--- config.mk ---
export PLATFORM = sky130hd
export DESIGN_NAME = xorshift_array_shuffle
export DESIGN_NICKNAME = d
export VERILOG_FILES = /design/src/hw/rtl/xas_pkg.sv /design/src/hw/rtl/xas_ram.sv /design/src/hw/rtl/xas_remu.sv /design/src/hw/rtl/xorshift_array_shuffle.sv
export SDC_FILE = /design/constraint.sdc
export NUM_CORES = 2
export LEC_CHECK = 0
export ABC_AREA = 1
export BUFFER_PORTS_ARGS = -buffer_cell sky130_fd_sc_hd__buf_2
export CAP_MARGIN = 0
export CORE_ASPECT_RATIO = 0.8
export CORE_MARGIN = 3
export CORE_UTILIZATION = 45
export CTS_CLUSTER_SIZE = 40
export DETAILED_ROUTE_END_ITERATION = 16
export GPL_TIMING_DRIVEN = 1
export PLACE_DENSITY = 0.69
export REMOVE_ABC_BUFFERS = 1
export SETUP_SLACK_MARGIN = 0.02
export SLEW_MARGIN = 20
export SYNTH_ARGS = -nofsm -noshare
export SYNTH_HDL_FRONTEND = slang
export SYNTH_HIERARCHICAL = 1
export SYNTH_SLANG_ARGS = --single-unit
--- constraint.sdc ---
create_clock -name clk_i -period 8 [get_ports clk_i]
set_input_delay 2.4 -clock clk_i [delete_from_list [all_inputs] [get_ports clk_i]]
set_output_delay 2.4 -clock clk_i [all_outputs]
set_load 0.005 [all_outputs]
--- src/hw/rtl/xas_pkg.sv ---
`default_nettype none

package xas_pkg;

  // Store geometry
  localparam int unsigned DEPTH = 64;
  localparam int unsigned IDX_W = (DEPTH > 1) ? $clog2(DEPTH) : 1;
  localparam int unsigned CNT_W = $clog2(DEPTH + 1);

  // Generator
  localparam logic [31:0] SEED_RESET = 32'd2463534242;
  localparam int unsigned XS_A = 13;
  localparam int unsigned XS_B = 17;
  localparam int unsigned XS_C = 5;

  // Remainder unit: one quotient bit per cycle over the 32-bit dividend
  localparam int unsigned DIV_STEPS = 32;
  localparam int unsigned STEP_W    = $clog2(DIV_STEPS);

  typedef struct packed {
    logic signed [31:0] value;
    logic               last;
  } in_item_t;

  typedef struct packed {
    logic signed [31:0] value_res;
    logic               last_res;
    logic               dropped;
  } out_item_t;

  typedef enum logic [2:0] {
    ST_LOAD,  // taking elements
    ST_RNG,   // advance generator, launch remainder
    ST_DIV,   // wait for remainder, read element i
    ST_RDR,   // read element r, hold element i
    ST_WRI,   // write element r into slot i
    ST_WRR,   // write held element i into slot r
    ST_ERD,   // read next element to emit
    ST_ELD    // load output register
  } state_e;

endpackage

`default_nettype wire

--- src/hw/rtl/xas_ram.sv ---
`default_nettype none

module xas_ram #(
  parameter int unsigned AddrW = 6,
  parameter int unsigned DataW = 32
) (
  input  wire logic             clk_i,
  input  wire logic             we_i,
  input  wire logic [AddrW-1:0] waddr_i,
  input  wire logic [DataW-1:0] wdata_i,
  input  wire logic [AddrW-1:0] raddr_i,
  output logic      [DataW-1:0] rdata_o
);

  logic [DataW-1:0] mem [2**AddrW];

  // Write port
  always_ff @(posedge clk_i) begin
    if (we_i) begin
      mem[waddr_i] <= wdata_i;
    end
  end

  // Registered read port
  always_ff @(posedge clk_i) begin
    rdata_o <= mem[raddr_i];
  end

endmodule

`default_nettype wire

--- src/hw/rtl/xas_remu.sv ---
`default_nettype none

// Restoring remainder: dividend mod divisor, one dividend bit per cycle.
// The divisor never exceeds DEPTH, so the partial remainder fits CNT_W bits.
module xas_remu import xas_pkg::*; (
  input  wire logic             clk_i,
  input  wire logic             rst_ni,
  input  wire logic             start_i,
  input  wire logic [31:0]      dividend_i,
  input  wire logic [CNT_W-1:0] divisor_i,
  output logic                  done_o,
  output logic      [CNT_W-1:0] rem_o
);

  logic              busy_q, busy_d;
  logic              done_q, done_d;
  logic [STEP_W-1:0] step_q, step_d;
  logic [31:0]       dvd_q, dvd_d;
  logic [CNT_W-1:0]  dsr_q, dsr_d;
  logic [CNT_W-1:0]  rem_q, rem_d;
  logic [CNT_W:0]    trial;

  always_comb begin
    busy_d = busy_q;
    done_d = 1'b0;
    step_d = step_q;
    dvd_d  = dvd_q;
    dsr_d  = dsr_q;
    rem_d  = rem_q;
    trial  = {rem_q, dvd_q[31]};
    if (start_i) begin
      busy_d = 1'b1;
      step_d = STEP_W'(DIV_STEPS - 1);
      dvd_d  = dividend_i;
      dsr_d  = divisor_i;
      rem_d  = '0;
    end else if (busy_q) begin
      // shift in next dividend bit, subtract when it fits
      if (trial >= {1'b0, dsr_q}) begin
        rem_d = CNT_W'(trial - {1'b0, dsr_q});
      end else begin
        rem_d = CNT_W'(trial);
      end
      dvd_d = {dvd_q[30:0], 1'b0};
      if (step_q == '0) begin
        busy_d = 1'b0;
        done_d = 1'b1;
      end else begin
        step_d = step_q - 1'b1;
      end
    end
  end

  always_ff @(posedge clk_i or negedge rst_ni) begin
    if (!rst_ni) begin
      busy_q <= 1'b0;
      done_q <= 1'b0;
    end else begin
      busy_q <= busy_d;
      done_q <= done_d;
    end
  end

  always_ff @(posedge clk_i) begin
    step_q <= step_d;
    dvd_q  <= dvd_d;
    dsr_q  <= dsr_d;
    rem_q  <= rem_d;
  end

  assign done_o = done_q;
  assign rem_o  = rem_q;

endmodule

`default_nettype wire

--- src/hw/rtl/xorshift_array_shuffle.sv ---
`default_nettype none

// Collects up to DEPTH signed 32-bit elements, one per input transaction,
// until an element marked last arrives; elements past DEPTH are discarded
// and every result of that set carries dropped. The set is then shuffled
// in place in a single-port-read element RAM by a forward Fisher-Yates
// pass driven by a xorshift32 generator, and emitted in order with last_res
// on the final element. Each shuffled position takes one generator step, a
// pass through the bit-serial remainder unit, RAM reads of both elements
// and two RAM writes for the swap. Each element is emitted by a RAM read,
// then a load of the output register, which waits while a held result is
// stalled. Input is stalled from the last element until the final result
// is loaded into the output register. Writing the seed register loads the
// generator; its state otherwise carries over from set to set.
module xorshift_array_shuffle import xas_pkg::*; (
  input  wire logic        clk_i,
  input  wire logic        rst_ni,
  // element input
  input  wire logic        in_valid_i,
  output logic             in_stall_o,
  input  wire in_item_t    in_data_i,
  // result output
  output logic             out_valid_o,
  input  wire logic        out_stall_i,
  output out_item_t        out_data_o,
  // seed register write
  input  wire logic        cfg_valid_i,
  output logic             cfg_ready_o,
  input  wire logic [31:0] cfg_data_i
);

  state_e           state_q, state_d;
  logic [CNT_W-1:0] cnt_q, cnt_d;     // elements stored
  logic [CNT_W-1:0] idx_q, idx_d;     // shuffle position / emit position
  logic [IDX_W-1:0] r_q, r_d;         // swap partner
  logic [31:0]      tmp_q, tmp_d;     // held element i
  logic [31:0]      gen_q, gen_d;
  logic             ovf_q, ovf_d;
  logic             oval_q, oval_d;
  out_item_t        out_q, out_d;

  logic             in_acc;
  logic             full;
  logic [CNT_W-1:0] cnt_inc;
  logic [31:0]      gen_next;
  logic             rem_start;
  logic             rem_done;
  logic [CNT_W-1:0] rem;
  logic [CNT_W-1:0] idx_inc;
  logic             idx_end;
  logic             slot_free;

  logic             ram_we;
  logic [IDX_W-1:0] ram_waddr;
  logic [31:0]      ram_wdata;
  logic [IDX_W-1:0] ram_raddr;
  logic [31:0]      ram_rdata;

  function automatic logic [31:0] xs_step(input logic [31:0] x);
    logic [31:0] y;
    y = x ^ (x << XS_A);
    y = y ^ (y >> XS_B);
    y = y ^ (y << XS_C);
    return y;
  endfunction

  assign in_stall_o  = (state_q != ST_LOAD);
  assign in_acc      = in_valid_i && !in_stall_o;
  assign cfg_ready_o = 1'b1;
  assign full        = (cnt_q == CNT_W'(DEPTH));
  assign cnt_inc     = cnt_q + CNT_W'(1);
  assign gen_next    = xs_step(gen_q);
  assign idx_inc     = idx_q + CNT_W'(1);
  assign idx_end     = (idx_inc == cnt_q);
  assign slot_free   = !oval_q || !out_stall_i;

  // Next state
  always_comb begin
    state_d = state_q;
    case (state_q)
      ST_LOAD: if (in_acc && in_data_i.last) state_d = ST_RNG;
      ST_RNG:  state_d = ST_DIV;
      ST_DIV:  if (rem_done) state_d = ST_RDR;
      ST_RDR:  state_d = ST_WRI;
      ST_WRI:  state_d = ST_WRR;
      ST_WRR:  state_d = idx_end ? ST_ERD : ST_RNG;
      ST_ERD:  if (slot_free) state_d = ST_ELD;
      ST_ELD:  state_d = idx_end ? ST_LOAD : ST_ERD;
      default: state_d = ST_LOAD;
    endcase
  end

  // Datapath and memory control
  always_comb begin
    cnt_d     = cnt_q;
    idx_d     = idx_q;
    r_d       = r_q;
    tmp_d     = tmp_q;
    gen_d     = gen_q;
    ovf_d     = ovf_q;
    out_d     = out_q;
    oval_d    = oval_q && out_stall_i;
    rem_start = 1'b0;
    ram_we    = 1'b0;
    ram_waddr = cnt_q[IDX_W-1:0];
    ram_wdata = in_data_i.value;
    ram_raddr = idx_q[IDX_W-1:0];
    case (state_q)
      ST_LOAD: begin
        if (in_acc) begin
          if (full) begin
            ovf_d = 1'b1;
          end else begin
            ram_we = 1'b1;
            cnt_d  = cnt_inc;
          end
          idx_d = '0;
        end
      end
      ST_RNG: begin
        gen_d     = gen_next;
        rem_start = 1'b1;
      end
      ST_DIV: begin
        r_d = idx_q[IDX_W-1:0] + rem[IDX_W-1:0];
      end
      ST_RDR: begin
        ram_raddr = r_q;
        tmp_d     = ram_rdata;
      end
      ST_WRI: begin
        ram_we    = 1'b1;
        ram_waddr = idx_q[IDX_W-1:0];
        ram_wdata = ram_rdata;
      end
      ST_WRR: begin
        ram_we    = 1'b1;
        ram_waddr = r_q;
        ram_wdata = tmp_q;
        idx_d     = idx_end ? '0 : idx_inc;
      end
      ST_ERD: ;
      ST_ELD: begin
        out_d.value_res = ram_rdata;
        out_d.last_res  = idx_end;
        out_d.dropped   = ovf_q;
        oval_d          = 1'b1;
        idx_d           = idx_inc;
        if (idx_end) begin
          cnt_d = '0;
          ovf_d = 1'b0;
          idx_d = '0;
        end
      end
      default: ;
    endcase
    // seed write takes priority over a generator step
    if (cfg_valid_i && cfg_ready_o) begin
      gen_d = cfg_data_i;
    end
  end

  always_ff @(posedge clk_i or negedge rst_ni) begin
    if (!rst_ni) begin
      state_q <= ST_LOAD;
      cnt_q   <= '0;
      idx_q   <= '0;
      gen_q   <= SEED_RESET;
      ovf_q   <= 1'b0;
      oval_q  <= 1'b0;
    end else begin
      state_q <= state_d;
      cnt_q   <= cnt_d;
      idx_q   <= idx_d;
      gen_q   <= gen_d;
      ovf_q   <= ovf_d;
      oval_q  <= oval_d;
    end
  end

  always_ff @(posedge clk_i) begin
    r_q   <= r_d;
    tmp_q <= tmp_d;
    out_q <= out_d;
  end

  assign out_valid_o = oval_q;
  assign out_data_o  = out_q;

  // Element store
  xas_ram #(
    .AddrW(IDX_W),
    .DataW(32)
  ) u_ram (
    .clk_i   (clk_i),
    .we_i    (ram_we),
    .waddr_i (ram_waddr),
    .wdata_i (ram_wdata),
    .raddr_i (ram_raddr),
    .rdata_o (ram_rdata)
  );

  // Swap offset: x mod (count - i)
  xas_remu u_remu (
    .clk_i      (clk_i),
    .rst_ni     (rst_ni),
    .start_i    (rem_start),
    .dividend_i (gen_next),
    .divisor_i  (cnt_q - idx_q),
    .done_o     (rem_done),
    .rem_o      (rem)
  );

endmodule

`default_nettype wire
==> impl_results.md <==
- Clock power share: 40.7%
- Core Area: approximately 200000 µm²
- Final period util: 67.7%
- WL/cell: 24.1 µm
- Worst Hold Endpoint: out_data_o[0]$_DFFE_PP_
- Switching power: between 4 and 5 mW
- Leakage: approximately 36 nW
- Cell Count Post-Placement: about 10000
- Vias per cell: between 5 and 6
- Starting Density: between 40% and 50%
- H-tree depth: 4
- Crit path kind: reg2reg
- Residual DRC count: 0
- Post-synth ARST share: 2.35%
- Die Ht: just over 400 µm
- R2r endpoint: u_ram/mem[25][10]$_DFFE_PP_
- DR iter-0 viols: approximately 9000
- Sequential share of the synthesized area: between 70% and 80%
- Netlist cell types: 46
- IO Count: 107
- Hold Path Cell Cnt: 0
- Clk sinks: approximately 2300
- Nets: 7810
- Worst r2r src: state_q[2]$_DFFE_PN0P_
- Slew Limit Fails: 0
- CTS Buf Count: 202
- Via Count: 61400
- Post-Layout Cell Count: approximately 11000
- Endpoints failing hold: 0
- Outcome: finished, final reports clean
- Global Route Usage Sum: 23.7%
- Reg power frac: a little under three fifths
- Combinational power share: a little over 3%
- Max Clk Rate: roughly 180 MHz
- Final wirelength: roughly 260000 µm
- Die width: approximately 510 µm
- Largest net degree at the start of global routing: between 200 and 250
- RSZ-0062 raised after global routing: no
- VDD IR max: 0.212 mV
- Flop2flop setup slack: approximately 2.6 ns
- ANT nets after route: 0
- Gr ovfl total: 0
- CTS resizes: 0
- First-pass GRT wire length: between 300000 and 400000 µm
- Most common cell after layout, fill and taps aside: nand2_1
- Synthesized area: 91900 µm²
- Register bit total from synthesis: 2256
- P_int: between 15 and 20 mW
- Slew of the pin with the lowest slew margin: 1.14 ns
- Fin Setup TNS: 0 ns
- Leading register cell type out of synthesis: edfxtp_1
- Post-route minimum period: about 5.4 ns
- Largest fanout on the critical path: 35
- Rel. slew slack: approximately a quarter
- Worst EP arrival: 5.94 ns
- Setup-failing EPs final: 0
- Post-DP HPWL: between 100000 and 150000 µm
- I/O Buffers: around 110
- Avg Cell Area, Syn: around 12 µm²
- Area grow syn2layout: 10.8%
- EDFF count, synth: 2159
- Fraction of layout cells with a size suffix above 1: about 8.3%
- Worst Reg2Reg Path Length in Cells: 10
- Min-delay src: ovf_q$_DFFE_PN0P_
- Pwr/cell area: about 230 nW/µm²
- Vias in the first global route: between 50000 and 60000
- CP endpoint kind: flip-flop
- Worst-path clk slew: ~0.06 ns
- Max_cap viols: 0
- Final Skew: ~0.043 ns
- Root Buffer: clkbuf_16
- Critical Path RT: 8.52 ns
- Drt pass-1 iters: 6
- Bufs on Longest Clock Path: 3
- Gpl congestion: 0.920
- Switching Fraction: 21.2%
- Post-synthesis cell count: just under 8000
- Initial antenna violation count: 10
- Row count: between 100 and 150
- Cts hold-fix bufs: 0
- Post-CTS setup buffers: 0
- Worst Hold Class: reg2reg
- Yosys warns: 6
- TritonCTS clock tree: built
- Clock latency on the worst-skew pair: 0.85 ns
- DIE AREA: roughly 210000 µm²
- Most frequent cells in the layout: nand2_1, edfxtp_1, nand3_1
- CP Launch Type: flip-flop
critical path, stage by stage, from the launching register on:
cell	delay, ns
dfrtp_1	0.47
inv_1	0.11
nor2_2	0.46
inv_2	0.53
nor2_4	0.23
inv_1	0.14
o221ai_1	0.83
nand4_1	0.79
buf_4	0.46
nor2_4	0.67
buf_4	0.35
metal layers:
metal | GRT usage (%) | up-vias | wire length (µm)
li1 | - | 27300 | -
met1 | 33.3 | 29900 | 100000
met2 | 35.1 | 3707 | 113000
met3 | 6.52 | 484 | 31600
met4 | 9.15 | 2 | 10300
met5 | 0 | - | 167
cell type report:
cell class                      count  area [µm²]
Fill cell                       17000      100000
Clock inverter                    108         931
Clock buffer                      270        5470
Sequential cell                  2256       67100
Multi-Input combinational cell   4945       23000
Antenna cell                        4        10.0
Timing Repair Buffer              206        1560
Inverter                          103         449
Tap cell                         2682        3360
registers in the layout, summed over array words and instances, names as in the netlist, 3 cells and up:
signal	flops
u_ram/mem	2048
out_data_o	34
gen_q	32
tmp_q	32
u_ram/rdata_o	32
u_remu/dvd_q	32
cnt_q	7
idx_q	7
u_remu/dsr_q	7
u_remu/rem_o	7
r_q	6
u_remu/step_q	5
state_q	3
per-stage QoR:
step                      hold WS [ns]  power (mW)  setup WS (ns)  util, %  instance area, µm²
final                            0.486        23.4           2.58     50.5              102000
after global placement           0.465        14.1           1.87     47.2               95200
after detailed placement         0.472        14.1           1.77     47.2               95300
after floorplan                  0.426        13.8        -127.50        -               89500
after global routing             0.502        24.0           2.47     50.5              102000
after CTS                        0.487        23.5           2.32     50.4              102000
how the worst max path moves through the flow:
| stage | from | to | slack, ns | cells past startpoint |
|---|---|---|---|---|
| detailed placement | in_valid_i | u_ram/mem[59][10]$_DFFE_PP_ | 1.77 | 10 |
| floorplan | state_q[1]$_DFFE_PN0P_ | u_ram/rdata_o[10]$_DFF_P_ | -127.50 | 12 |
| finish | state_q[2]$_DFFE_PN0P_ | u_ram/mem[25][10]$_DFFE_PP_ | 2.58 | 10 |
| CTS | state_q[2]$_DFFE_PN0P_ | u_ram/mem[59][26]$_DFFE_PP_ | 2.32 | 10 |
| global route | state_q[2]$_DFFE_PN0P_ | u_ram/mem[25][24]$_DFFE_PP_ | 2.47 | 10 |
| global placement | in_valid_i | u_ram/mem[59][14]$_DFFE_PP_ | 1.87 | 10 |
Yosys cell counts (2+ instances only):
cell         n  area [µm²]
nand2_1   2642        9920
edfxtp_1  2159       64800
nand3_1   2007       10000
buf_2      295        1480
clkbuf_1    93         349
inv_1       88         330
nor2_1      75         282
xor2_1      49         429
buf_4       46         345
dfxtp_1     44         881
buf_1       40         150
dfrtp_1     39         976
xnor2_1     29         254
ha_1        23         288
a21oi_1     16        80.1
nand4_1     16         100
dfstp_2     14         368
o21ai_0     13        65.1
o21ai_1     13        65.1
inv_2       12        45.0
nor4_1       8        50.1
nor3_1       7        35.0
o211ai_1     6        45.0
o221ai_1     6        52.6
nand2_2      5        31.3
nor2_2       5        31.3
nand2_4      4        45.0
buf_6        3        33.8
fa_1         3        60.1
nand3b_1     3        22.5
nor2_4       3        33.8
buf_8        2        30.0
or2_1        2        12.5
cells by family (layout without fill, tap and decap cells):
| family | count (synthesis) | in the layout | synth area share [%] |
|---|---|---|---|
| fa+ha+maj | 26 | 26 | 0.379 |
| buf+inv | 582 | 687 | 3.05 |
| simple gates | 4781 | 4781 | 22.5 |
| flops | 2256 | 2256 | 73.0 |
| other cells | 1 | 5 | 0.00408 |
| xor+xnor | 78 | 78 | 0.743 |
| compound gates | 59 | 59 | 0.385 |
power by group through the flow:
stage               Clock (mW)  Combinational (mW)  Sequential (mW)
finish                    9.50               0.716             13.2
global route              10.1               0.786             13.2
CTS                       9.61               0.712             13.2
detailed placement           0               0.703             13.4
global placement             0               0.690             13.4
floorplan                    0               0.418             13.3
No activity file was read; power rests on OpenSTA's default activity.
